===== src/wsaf_pkg.sv =====
package wsaf_pkg;

  localparam int WINDOW     = 16;
  localparam int VALUE_BITS = 24;
  localparam int THETA_W    = 12;
  localparam logic [THETA_W-1:0] THETA_RESET = 12'd768;

  localparam int PTR_W  = $clog2(WINDOW);
  localparam int CNT_W  = $clog2(WINDOW + 1);
  localparam int PSUM_W = VALUE_BITS + PTR_W + 1;     // running sum of values
  localparam int QSUM_W = 2 * VALUE_BITS + PTR_W;     // running sum of squares
  localparam int NM_W   = VALUE_BITS + CNT_W;         // n*m and d*n
  localparam int S_W    = 2 * VALUE_BITS + PTR_W + 1; // spread, nonnegative
  localparam int ACC_W  = S_W + 3;                    // signed spread accumulator
  localparam int SLO_W  = 32;                         // low slice of the spread
  localparam int SHI_W  = S_W - SLO_W;
  localparam int TT_W   = 2 * THETA_W;                // theta squared
  localparam int LHS_W  = 2 * VALUE_BITS + CNT_W;     // d*d*n
  localparam int LHS_SH = 16;                         // 2^16 scale of the left side
  localparam int RHS_W  = TT_W + S_W;
  localparam int MUL_W  = 33;
  localparam int PROD_W = 2 * MUL_W;

  localparam int IN_TDATA_W  = 2 * VALUE_BITS;
  localparam int IN_TUSER_W  = 2;
  localparam int OUT_TDATA_W = 8;
  localparam int OUT_TUSER_W = 1;

  // Multiplier operand selection
  localparam logic [3:0] MS_NONE   = 4'd0;
  localparam logic [3:0] MS_OLD_SQ = 4'd1;
  localparam logic [3:0] MS_NEW_SQ = 4'd2;
  localparam logic [3:0] MS_M_P    = 4'd3;
  localparam logic [3:0] MS_N_M    = 4'd4;
  localparam logic [3:0] MS_NM_M   = 4'd5;
  localparam logic [3:0] MS_TH_TH  = 4'd6;
  localparam logic [3:0] MS_D_N    = 4'd7;
  localparam logic [3:0] MS_DN_D   = 4'd8;
  localparam logic [3:0] MS_TT_SLO = 4'd9;
  localparam logic [3:0] MS_TT_SHI = 4'd10;

  typedef struct packed {
    logic       load;
    logic       ring_upd;
    logic       q_sub;
    logic       q_add;
    logic       acc_init;
    logic       acc_add;
    logic       tt_ld;
    logic       lhs_ld;
    logic       rhs_lo;
    logic       rhs_hi;
    logic       out_ld;
    logic [3:0] mul_sel;
  } cmd_t;

  typedef struct packed {
    logic eligible;
  } sts_t;

endpackage


===== src/wsaf_mul.sv =====
module wsaf_mul (
  input  logic                                  clk,
  input  logic signed [wsaf_pkg::MUL_W-1:0]     a,
  input  logic signed [wsaf_pkg::MUL_W-1:0]     b,
  output logic signed [wsaf_pkg::PROD_W-1:0]    p_r
);

  // One signed product per cycle, registered
  always_ff @(posedge clk) begin
    p_r <= a * b;
  end

endmodule


===== src/wsaf_dp.sv =====
module wsaf_dp (
  input  logic                                   clk,
  input  logic                                   rst_n,
  input  wsaf_pkg::cmd_t                         cmd,
  output wsaf_pkg::sts_t                         sts,
  input  logic                                   in_restart,
  input  logic                                   in_present,
  input  logic signed [wsaf_pkg::VALUE_BITS-1:0] in_value,
  input  logic signed [wsaf_pkg::VALUE_BITS-1:0] in_mean,
  input  logic                                   cfg_wr_en,
  input  logic [wsaf_pkg::THETA_W-1:0]           cfg_wr_data,
  output logic                                   out_verdict,
  output logic                                   out_anomaly
);

  localparam int VB = wsaf_pkg::VALUE_BITS;
  localparam int MW = wsaf_pkg::MUL_W;

  logic [VB-1:0]                       ring_val [wsaf_pkg::WINDOW];
  logic [wsaf_pkg::WINDOW-1:0]         pres_r;
  logic [wsaf_pkg::PTR_W-1:0]          ptr_r;
  logic [wsaf_pkg::CNT_W-1:0]          fill_r;
  logic [wsaf_pkg::CNT_W-1:0]          cnt_r;
  logic [wsaf_pkg::PSUM_W-1:0]         psum_r;
  logic [wsaf_pkg::QSUM_W-1:0]         qsum_r;
  logic [VB-1:0]                       last_r;
  logic [wsaf_pkg::THETA_W-1:0]        theta_r;

  logic [VB-1:0]                       val_r;
  logic [VB-1:0]                       mean_r;
  logic                                present_r;
  logic [wsaf_pkg::ACC_W-1:0]          acc_r;
  logic [wsaf_pkg::TT_W-1:0]           tt_r;
  logic [wsaf_pkg::LHS_W-1:0]          lhs_r;
  logic [wsaf_pkg::RHS_W-1:0]          rhs_r;
  logic                                verdict_r;
  logic                                anomaly_r;

  logic                                old_p;
  logic [VB-1:0]                       old_v;
  logic [VB-1:0]                       new_v;
  logic [VB:0]                         diff;
  logic [VB:0]                         dmag;
  logic [VB-1:0]                       dabs;
  logic                                eligible;
  logic                                lhs_less;
  logic signed [MW-1:0]                mul_a;
  logic signed [MW-1:0]                mul_b;
  logic signed [wsaf_pkg::PROD_W-1:0]  prod_r;

  wsaf_mul u_mul (
    .clk (clk),
    .a   (mul_a),
    .b   (mul_b),
    .p_r (prod_r)
  );

  assign old_p    = pres_r[ptr_r];
  assign old_v    = old_p ? ring_val[ptr_r] : '0;
  assign new_v    = present_r ? val_r : '0;
  assign diff     = {last_r[VB-1], last_r} - {mean_r[VB-1], mean_r};
  assign dmag     = diff[VB] ? (~diff + 1'b1) : diff;
  assign dabs     = dmag[VB-1:0];
  assign eligible = (fill_r == wsaf_pkg::CNT_W'(wsaf_pkg::WINDOW)) && (cnt_r != '0);
  assign lhs_less = {(wsaf_pkg::RHS_W - wsaf_pkg::LHS_W - wsaf_pkg::LHS_SH)'(0),
                     lhs_r, wsaf_pkg::LHS_SH'(0)} < rhs_r;
  assign sts.eligible = eligible;

  // Operand select for the shared multiplier
  always_comb begin
    mul_a = '0;
    mul_b = '0;
    case (cmd.mul_sel)
      wsaf_pkg::MS_OLD_SQ: begin
        mul_a = {{(MW-VB){old_v[VB-1]}}, old_v};
        mul_b = {{(MW-VB){old_v[VB-1]}}, old_v};
      end
      wsaf_pkg::MS_NEW_SQ: begin
        mul_a = {{(MW-VB){new_v[VB-1]}}, new_v};
        mul_b = {{(MW-VB){new_v[VB-1]}}, new_v};
      end
      wsaf_pkg::MS_M_P: begin
        mul_a = {{(MW-VB){mean_r[VB-1]}}, mean_r};
        mul_b = {{(MW-wsaf_pkg::PSUM_W){psum_r[wsaf_pkg::PSUM_W-1]}}, psum_r};
      end
      wsaf_pkg::MS_N_M: begin
        mul_a = {(MW-wsaf_pkg::CNT_W)'(0), cnt_r};
        mul_b = {{(MW-VB){mean_r[VB-1]}}, mean_r};
      end
      wsaf_pkg::MS_NM_M: begin
        mul_a = {{(MW-wsaf_pkg::NM_W){prod_r[wsaf_pkg::NM_W-1]}},
                 prod_r[wsaf_pkg::NM_W-1:0]};
        mul_b = {{(MW-VB){mean_r[VB-1]}}, mean_r};
      end
      wsaf_pkg::MS_TH_TH: begin
        mul_a = {(MW-wsaf_pkg::THETA_W)'(0), theta_r};
        mul_b = {(MW-wsaf_pkg::THETA_W)'(0), theta_r};
      end
      wsaf_pkg::MS_D_N: begin
        mul_a = {(MW-VB)'(0), dabs};
        mul_b = {(MW-wsaf_pkg::CNT_W)'(0), cnt_r};
      end
      wsaf_pkg::MS_DN_D: begin
        mul_a = {(MW-wsaf_pkg::NM_W)'(0), prod_r[wsaf_pkg::NM_W-1:0]};
        mul_b = {(MW-VB)'(0), dabs};
      end
      wsaf_pkg::MS_TT_SLO: begin
        mul_a = {(MW-wsaf_pkg::TT_W)'(0), tt_r};
        mul_b = {(MW-wsaf_pkg::SLO_W)'(0), acc_r[wsaf_pkg::SLO_W-1:0]};
      end
      wsaf_pkg::MS_TT_SHI: begin
        mul_a = {(MW-wsaf_pkg::TT_W)'(0), tt_r};
        mul_b = {(MW-wsaf_pkg::SHI_W)'(0), acc_r[wsaf_pkg::S_W-1:wsaf_pkg::SLO_W]};
      end
      default: begin
        mul_a = '0;
        mul_b = '0;
      end
    endcase
  end

  // Window state and running sums
  always_ff @(posedge clk) begin
    if (!rst_n) begin
      pres_r  <= '0;
      ptr_r   <= '0;
      fill_r  <= '0;
      cnt_r   <= '0;
      psum_r  <= '0;
      qsum_r  <= '0;
      last_r  <= '0;
      theta_r <= wsaf_pkg::THETA_RESET;
    end else begin
      if (cfg_wr_en) begin
        theta_r <= cfg_wr_data;
      end
      if (cmd.load && in_restart) begin
        pres_r <= '0;
        ptr_r  <= '0;
        fill_r <= '0;
        cnt_r  <= '0;
        psum_r <= '0;
        qsum_r <= '0;
        last_r <= '0;
      end
      if (cmd.ring_upd) begin
        pres_r[ptr_r] <= present_r;
        ptr_r  <= (ptr_r == wsaf_pkg::PTR_W'(wsaf_pkg::WINDOW - 1)) ? '0 : ptr_r + 1'b1;
        if (fill_r != wsaf_pkg::CNT_W'(wsaf_pkg::WINDOW)) begin
          fill_r <= fill_r + 1'b1;
        end
        cnt_r  <= cnt_r - wsaf_pkg::CNT_W'(old_p) + wsaf_pkg::CNT_W'(present_r);
        psum_r <= psum_r - {{(wsaf_pkg::PSUM_W-VB){old_v[VB-1]}}, old_v}
                         + {{(wsaf_pkg::PSUM_W-VB){new_v[VB-1]}}, new_v};
        if (present_r) begin
          last_r <= val_r;
        end
      end
      if (cmd.q_sub) begin
        qsum_r <= qsum_r - prod_r[wsaf_pkg::QSUM_W-1:0];
      end
      if (cmd.q_add) begin
        qsum_r <= qsum_r + prod_r[wsaf_pkg::QSUM_W-1:0];
      end
    end
  end

  always_ff @(posedge clk) begin
    if (cmd.ring_upd) begin
      ring_val[ptr_r] <= val_r;
    end
  end

  // Item fields and the verdict arithmetic
  always_ff @(posedge clk) begin
    if (cmd.load) begin
      val_r     <= in_value;
      mean_r    <= in_mean;
      present_r <= in_present;
    end
    if (cmd.acc_init) begin
      acc_r <= wsaf_pkg::ACC_W'(qsum_r) - {prod_r[wsaf_pkg::ACC_W-2:0], 1'b0};
    end
    if (cmd.acc_add) begin
      acc_r <= acc_r + prod_r[wsaf_pkg::ACC_W-1:0];
    end
    if (cmd.tt_ld) begin
      tt_r <= prod_r[wsaf_pkg::TT_W-1:0];
    end
    if (cmd.lhs_ld) begin
      lhs_r <= prod_r[wsaf_pkg::LHS_W-1:0];
    end
    if (cmd.rhs_lo) begin
      rhs_r <= wsaf_pkg::RHS_W'(prod_r[wsaf_pkg::SLO_W+wsaf_pkg::TT_W-1:0]);
    end
    if (cmd.rhs_hi) begin
      rhs_r <= rhs_r + {prod_r[wsaf_pkg::RHS_W-wsaf_pkg::SLO_W-1:0],
                        wsaf_pkg::SLO_W'(0)};
    end
    if (cmd.out_ld) begin
      verdict_r <= eligible;
      anomaly_r <= eligible && !lhs_less;
    end
  end

  assign out_verdict = verdict_r;
  assign out_anomaly = anomaly_r;

endmodule


===== src/wsaf_ctrl.sv =====
module wsaf_ctrl (
  input  logic           clk,
  input  logic           rst_n,
  input  logic           in_tvalid,
  output logic           in_tready,
  output logic           out_tvalid,
  input  logic           out_tready,
  output wsaf_pkg::cmd_t cmd,
  input  wsaf_pkg::sts_t sts
);

  localparam logic [3:0] ST_IDLE = 4'd0;
  localparam logic [3:0] ST_OLD  = 4'd1;
  localparam logic [3:0] ST_NEW  = 4'd2;
  localparam logic [3:0] ST_ADDQ = 4'd3;
  localparam logic [3:0] ST_MP   = 4'd4;
  localparam logic [3:0] ST_NM   = 4'd5;
  localparam logic [3:0] ST_NMM  = 4'd6;
  localparam logic [3:0] ST_TT   = 4'd7;
  localparam logic [3:0] ST_DN   = 4'd8;
  localparam logic [3:0] ST_LHS  = 4'd9;
  localparam logic [3:0] ST_RLO  = 4'd10;
  localparam logic [3:0] ST_RHI  = 4'd11;
  localparam logic [3:0] ST_CMP  = 4'd12;

  logic [3:0] state_r;
  logic [3:0] state_nxt;
  logic       out_valid_r;
  logic       out_valid_nxt;

  always_comb begin
    cmd       = '0;
    state_nxt = state_r;
    case (state_r)
      ST_IDLE: begin
        cmd.load = in_tvalid;
        if (in_tvalid) begin
          state_nxt = ST_OLD;
        end
      end
      ST_OLD: begin
        cmd.ring_upd = 1'b1;
        cmd.mul_sel  = wsaf_pkg::MS_OLD_SQ;
        state_nxt    = ST_NEW;
      end
      ST_NEW: begin
        cmd.q_sub   = 1'b1;
        cmd.mul_sel = wsaf_pkg::MS_NEW_SQ;
        state_nxt   = ST_ADDQ;
      end
      ST_ADDQ: begin
        cmd.q_add   = 1'b1;
        cmd.mul_sel = wsaf_pkg::MS_M_P;
        state_nxt   = sts.eligible ? ST_MP : ST_CMP;
      end
      ST_MP: begin
        cmd.acc_init = 1'b1;
        cmd.mul_sel  = wsaf_pkg::MS_N_M;
        state_nxt    = ST_NM;
      end
      ST_NM: begin
        cmd.mul_sel = wsaf_pkg::MS_NM_M;
        state_nxt   = ST_NMM;
      end
      ST_NMM: begin
        cmd.acc_add = 1'b1;
        cmd.mul_sel = wsaf_pkg::MS_TH_TH;
        state_nxt   = ST_TT;
      end
      ST_TT: begin
        cmd.tt_ld   = 1'b1;
        cmd.mul_sel = wsaf_pkg::MS_D_N;
        state_nxt   = ST_DN;
      end
      ST_DN: begin
        cmd.mul_sel = wsaf_pkg::MS_DN_D;
        state_nxt   = ST_LHS;
      end
      ST_LHS: begin
        cmd.lhs_ld  = 1'b1;
        cmd.mul_sel = wsaf_pkg::MS_TT_SLO;
        state_nxt   = ST_RLO;
      end
      ST_RLO: begin
        cmd.rhs_lo  = 1'b1;
        cmd.mul_sel = wsaf_pkg::MS_TT_SHI;
        state_nxt   = ST_RHI;
      end
      ST_RHI: begin
        cmd.rhs_hi = 1'b1;
        state_nxt  = ST_CMP;
      end
      ST_CMP: begin
        // hold until the output register is free
        if (!out_valid_r || out_tready) begin
          cmd.out_ld = 1'b1;
          state_nxt  = ST_IDLE;
        end
      end
      default: begin
        state_nxt = ST_IDLE;
      end
    endcase
  end

  always_comb begin
    out_valid_nxt = out_valid_r;
    if (cmd.out_ld) begin
      out_valid_nxt = 1'b1;
    end else if (out_tready) begin
      out_valid_nxt = 1'b0;
    end
  end

  always_ff @(posedge clk) begin
    if (!rst_n) begin
      state_r     <= ST_IDLE;
      out_valid_r <= 1'b0;
    end else begin
      state_r     <= state_nxt;
      out_valid_r <= out_valid_nxt;
    end
  end

  assign in_tready  = (state_r == ST_IDLE);
  assign out_tvalid = out_valid_r;

endmodule


===== src/window_sigma_anomaly_flagger.sv =====
// Steps: a word with a verdict goes through the window update, the sums of squares,
//   the spread and the squared test; a word without one (window not full or no
//   present sample) goes from the sums straight to the compare. A new word is taken
//   only once the last is through; the single shared 33x33 multiplier runs every step.
// Reset: synchronous, active low; clears the window, sums and output valid,
//   and sets theta_q8 to 768 (3.0).
module window_sigma_anomaly_flagger (
  input  logic                                clk,
  input  logic                                rst_n,
  // input stream
  input  logic                                in_tvalid,
  output logic                                in_tready,
  input  logic [wsaf_pkg::IN_TDATA_W-1:0]     in_tdata,   // [23:0] sample_value, [47:24] window_mean
  input  logic [wsaf_pkg::IN_TUSER_W-1:0]     in_tuser,   // [0] restart, [1] sample_present
  // result stream
  output logic                                out_tvalid,
  input  logic                                out_tready,
  output logic [wsaf_pkg::OUT_TDATA_W-1:0]    out_tdata,  // [0] is_anomaly, [7:1] zero
  output logic [wsaf_pkg::OUT_TUSER_W-1:0]    out_tuser,  // [0] verdict_valid
  // configuration
  input  logic                                cfg_wr_en,
  input  logic [wsaf_pkg::THETA_W-1:0]        cfg_wr_data // theta_q8
);

  localparam int VB = wsaf_pkg::VALUE_BITS;

  wsaf_pkg::cmd_t cmd;
  wsaf_pkg::sts_t sts;
  logic           verdict;
  logic           anomaly;

  // The controller walks each word through its steps: window update, removal and
  // addition of squares, then the spread S = Q - 2mP + n*m^2 and the test
  // (v-m)^2 * n * 2^16 < theta^2 * S, one multiplier product per cycle.
  // Accept the next word as soon as the previous verdict is parked in the
  // output register, even if the sink has not taken it yet.
  wsaf_ctrl u_ctrl (
    .clk        (clk),
    .rst_n      (rst_n),
    .in_tvalid  (in_tvalid),
    .in_tready  (in_tready),
    .out_tvalid (out_tvalid),
    .out_tready (out_tready),
    .cmd        (cmd),
    .sts        (sts)
  );

  // The datapath holds the sample ring with its present bits, the running sum of
  // present values and of their squares, counts, last present value and theta.
  // A restart word clears that state, theta apart, at acceptance and then enters as
  // the first sample of a new stream.
  wsaf_dp u_dp (
    .clk         (clk),
    .rst_n       (rst_n),
    .cmd         (cmd),
    .sts         (sts),
    .in_restart  (in_tuser[0]),
    .in_present  (in_tuser[1]),
    .in_value    (in_tdata[VB-1:0]),
    .in_mean     (in_tdata[2*VB-1:VB]),
    .cfg_wr_en   (cfg_wr_en),
    .cfg_wr_data (cfg_wr_data),
    .out_verdict (verdict),
    .out_anomaly (anomaly)
  );

  // Pack the verdict; the flag is zero whenever no verdict is given.
  assign out_tdata = wsaf_pkg::OUT_TDATA_W'(anomaly);
  assign out_tuser = verdict;

endmodule


===== config.mk =====
export PLATFORM = sky130hd
export DESIGN_NAME = window_sigma_anomaly_flagger
export DESIGN_NICKNAME = d
export VERILOG_FILES = /design/src/wsaf_pkg.sv /design/src/wsaf_mul.sv /design/src/wsaf_dp.sv /design/src/wsaf_ctrl.sv /design/src/window_sigma_anomaly_flagger.sv
export SDC_FILE = /design/constraint.sdc
export NUM_CORES = 2
export LEC_CHECK = 0
export BUFFER_PORTS_ARGS = -buffer_cell sky130_fd_sc_hd__buf_2
export CAP_MARGIN = 40
export CORE_MARGIN = 2
export CORE_UTILIZATION = 59
export DETAILED_ROUTE_END_ITERATION = 12
export PLACE_DENSITY = 0.8
export SLEW_MARGIN = 10
export SYNTH_ARGS = -nofsm -noshare
export SYNTH_HDL_FRONTEND = slang
export SYNTH_SLANG_ARGS = --single-unit

===== constraint.sdc =====
create_clock -name clk -period 25.6 [get_ports clk]
set_clock_uncertainty 0.15 [all_clocks]
set_input_delay 2.56 -clock clk [delete_from_list [all_inputs] [get_ports clk]]
set_output_delay 2.56 -clock clk [all_outputs]
set_load 0.01 [all_outputs]

==> summary.md <==
| Metric | Value |
|---|---|
| Post-synthesis cell type count | 102 |
| Asr flop ratio synth | 0% |
| Max-slew violation count | 0 |
| Worst reg2reg endpoint | u_dp.u_mul.p_r[54] |
| Hold buffers post-CTS | 0 |
| Drt initial violations | 9555 |
| Synth warn | 0 |
| Headroom to the max-slew limit | 2.61% |
| DP Area | 87600 um2 |
| Most frequent cells in the layout | 1268 x inv_1, 1002 x fa_1, 905 x nand2_1 |
| Non-Filler Instances | 10500 |
| Total core area | 142000 um2 |
| Unrepaired setup endpoints after global routing | false |
| Min Tclk post-route | 12.77 ns |
| Total CTS buffers | 93 |
| Hold depth | 2 |
| Starting density of the core | 59.5% |
| Final nets | 10200 |
| Status | finished clean |
| Max clock buf depth | 3 |
| Critical-path top delay cell | o21a_1 |
| Total GRT Usage | 41.7% |
| Final Hold Violating Endpoints | 0 |
| Worst hold endpoint | u_dp.last_r[13] |
| Slowest stage delay, CP | 0.71 ns |
| CTS clk-pin slew, worst paths | 0.06 ns |
| Total die area | 146000 um2 |
| Number of global-route vias before repair | 70500 |
| Syn Inst Count | 8548 |
| Logic pwr share | 50.7% |
| Maxcap violations | 0 |
| DRC | 0 |
| Clk root buf | clkbuf_16 |
| Largest net degree at the start of global routing | 66 |
| Via count | 69500 |
| Sequential cell area fraction in the yosys report | 27.9% |
| Clk pwr share | 22.1% |
| Initial antenna violation count | 21 |
| Per-cell routed wire length | 28.8 um |
| Area Overhead vs Synth | 8.00% |
| Pleak | 40.2 nW |
| Max Clk Rate | 78.3 MHz |
| TritonCTS clock tree | built |
| Synth Register Bits | 854 |
| Most frequent CP cell | fa_1 |
| Sw power | 2.92 mW |
| Syn Area/Cell | 9.85 um2 |
| Clock sink count | 854 |
| Setup TNS | 0 ns |
| Die W | 382 um |
| Fin crit share | 49.9% |
| Filler cell count | 11100 |
| DR pass1 iterations | 9 |
| GPL Wtd Cong | 1.07 |
| FF+latch area | 23500 um2 |
| Sum of buffers and inverters on the critical path | 4 |
| WP data required | 26.08 ns |
| R2r setup slk | 12.83 ns |
| ANT nets after route | 0 |
| Final setup viols | 0 |
| Switching Share | 43.9% |
| CP startpoint kind | register |
| Dpl cells | 10300 |
| Worst Setup End Kind | register |
| Skew-Pair Late Insertion Delay | 0.78 ns |
| I/O pin count | 78 |
| CP top delay family | adder cells |
| Most common cell after layout, fill and taps aside | inv_1 |
| R2R cell count | 37 |
| Die Ht | 382 um |
| Predominant post-synthesis flop cell | edfxtp_1 |
| Worst r2r src | u_dp.mean_r[0] |
| Layout cells sized above 1 | 8.40% |
| Port bufs | 70 |
| Post-Layout Inst Area | 90900 um2 |
| Slew @ Worst Pin | 1.46 ns |
| WS Path Type | register to register |
| Pwr/cell area | 73.1 nW/um2 |
| Post-CTS Resized | 0 |
| Sequential group share of total power | 27.3% |
| Number of synthesized flops with an enable pin | 642 |
| Multi-input logic area | 54700 um2 |
| Total wire length | 303000 um |
| Dpl hpwl | 220000 um |
| Row cnt | 138 |
| Hold slack | 0.327 ns |
| Crit-path max FO | 16 |
| Min-delay src | u_dp.last_r[13] |
| Worst hold path class | register to register |
| Global route overflow | 0 |
| Vias/cell | 6.61 |
| Internal power | 3.73 mW |
| First-pass GRT wire length | 449000 um |
| Worst vdd ir | 0.0761 mV |
| Mapped cell area | 84200 um2 |
| H-tree depth | 3 |
| Setup Buffers After CTS | 0 |
| Critical path arrival | 13.25 ns |
-- per-stage QoR --
| stage | worst slack (ns) | power, mW | util, % |
|---|---|---|---|
| after floorplan | 14.04 | 4.06 | - |
| after global placement | 13.16 | 4.98 | 61.5 |
| after detailed placement | 13.12 | 5.04 | 61.8 |
| after CTS | 13.09 | 6.53 | 64.2 |
| after global routing | 12.13 | 6.98 | 64.2 |
| final | 12.83 | 6.65 | 64.2 |
-- flip-flops by register name (all words and copies together) (netlist names), 4 cells and up, named ones only --
name,count
u_dp.ring_val,384
u_dp.rhs_r,77
u_dp.u_mul.p_r,56
u_dp.acc_r,53
u_dp.lhs_r,53
u_dp.qsum_r,52
u_dp.psum_r,29
u_dp.last_r,24
u_dp.mean_r,24
u_dp.tt_r,24
u_dp.val_r,24
u_dp.pres_r,16
u_dp.theta_r,12
u_dp.cnt_r,5
u_dp.fill_r,5
u_ctrl.state_r,4
u_dp.ptr_r,4
-- cell families (layout without fill, tap and decap cells) --
logic type	Yosys count	in the layout	share of synthesized area [%]
other cells	1	27	0.00445
simple gates	2329	2329	12.3
compound gates	1665	1665	13.3
buf+inv	1688	1737	7.62
flops	854	854	27.9
fa+ha+maj	1567	1567	32.2
xor+xnor	288	288	3.00
mux	156	156	3.70
-- cells in the mapped netlist (all sizes together), types with 19 or more instances --
| cell type | instances | area share [%] |
|---|---|---|
| inv | 1271 | 5.7 |
| fa | 1002 | 24 |
| nand2 | 907 | 4.0 |
| nor2 | 733 | 3.3 |
| edfxtp | 642 | 23 |
| ha | 565 | 8.4 |
| a21oi | 508 | 3.1 |
| clkbuf | 351 | 1.6 |
| o21ai | 293 | 1.8 |
| dfxtp | 212 | 5.0 |
| xnor2 | 177 | 1.8 |
| a21o | 174 | 1.6 |
| nand3 | 129 | 0.77 |
| mux4 | 124 | 3.3 |
| and2 | 113 | 0.84 |
| xor2 | 111 | 1.2 |
| nor3 | 91 | 0.55 |
| a22oi | 76 | 0.68 |
| o21bai | 71 | 0.63 |
| buf | 64 | 0.38 |
| a31oi | 61 | 0.46 |
| nand2b | 59 | 0.44 |
| and3 | 53 | 0.39 |
| o21a | 53 | 0.47 |
| nor2b | 51 | 0.38 |
| nand4 | 50 | 0.37 |
| a211oi | 41 | 0.37 |
| o31ai | 34 | 0.34 |
| or2 | 34 | 0.25 |
| o211ai | 32 | 0.29 |
| a2111oi | 29 | 0.39 |
| a221o | 29 | 0.34 |
| nor4 | 29 | 0.22 |
| mux2i | 28 | 0.33 |
| a221oi | 26 | 0.29 |
| a222oi | 26 | 0.31 |
| o221ai | 23 | 0.24 |
| or3 | 23 | 0.17 |
| nand3b | 19 | 0.17 |
| o22ai | 19 | 0.14 |
-- cell type report --
cell class / instances / share of cell area (%)
Timing Repair Buffer: 290 / 2.45
Sequential cell: 854 / 25.9
Clock inverter: 61 / 0.874
Tap cell: 1890 / 2.60
Multi-Input combinational cell: 6012 / 60.1
Clock buffer: 113 / 2.75
Antenna cell: 20 / 0.0550
Inverter: 1273 / 5.26
-- routing by layer --
layer	track usage (%)	routed length [um]	vias to the layer above
li1	-	-	28800
met1	52.5	108000	34200
met2	61.8	130000	5190
met3	14.1	41800	1351
met4	26.1	23500	8
met5	0	53	-
-- power by group through the flow --
stage          sequential [mW]  clock [mW]  combinational, mW
2_1_floorplan             1.75           0               2.31
3_3_place_gp              1.83           0               3.15
3_5_place_dp              1.83           0               3.21
4_1_cts                   1.80        1.47               3.25
5_1_grt                   1.81        1.52               3.64
6_report                  1.81        1.47               3.37
-- how the worst max path moves through the flow --
stage / from / cells after the start / slack (ns) / to
after floorplan: u_ctrl.state_r[2] / 36 / 14.04 / u_dp.u_mul.p_r[51]
after global placement: u_dp.mean_r[0] / 37 / 13.16 / u_dp.u_mul.p_r[54]
after detailed placement: u_dp.mean_r[0] / 38 / 13.12 / u_dp.u_mul.p_r[53]
after CTS: u_dp.mean_r[0] / 38 / 13.09 / u_dp.u_mul.p_r[53]
after global routing: u_dp.mean_r[0] / 38 / 12.13 / u_dp.u_mul.p_r[53]
final: u_dp.mean_r[0] / 37 / 12.83 / u_dp.u_mul.p_r[54]
-- worst min-delay path, cell delays in order, from the launching register on --
cell	delay, ns
dfxtp_1	0.31
nand3_1	0.06
a21oi_1	0.06
Note: power is estimated with default switching activity, not from simulation.
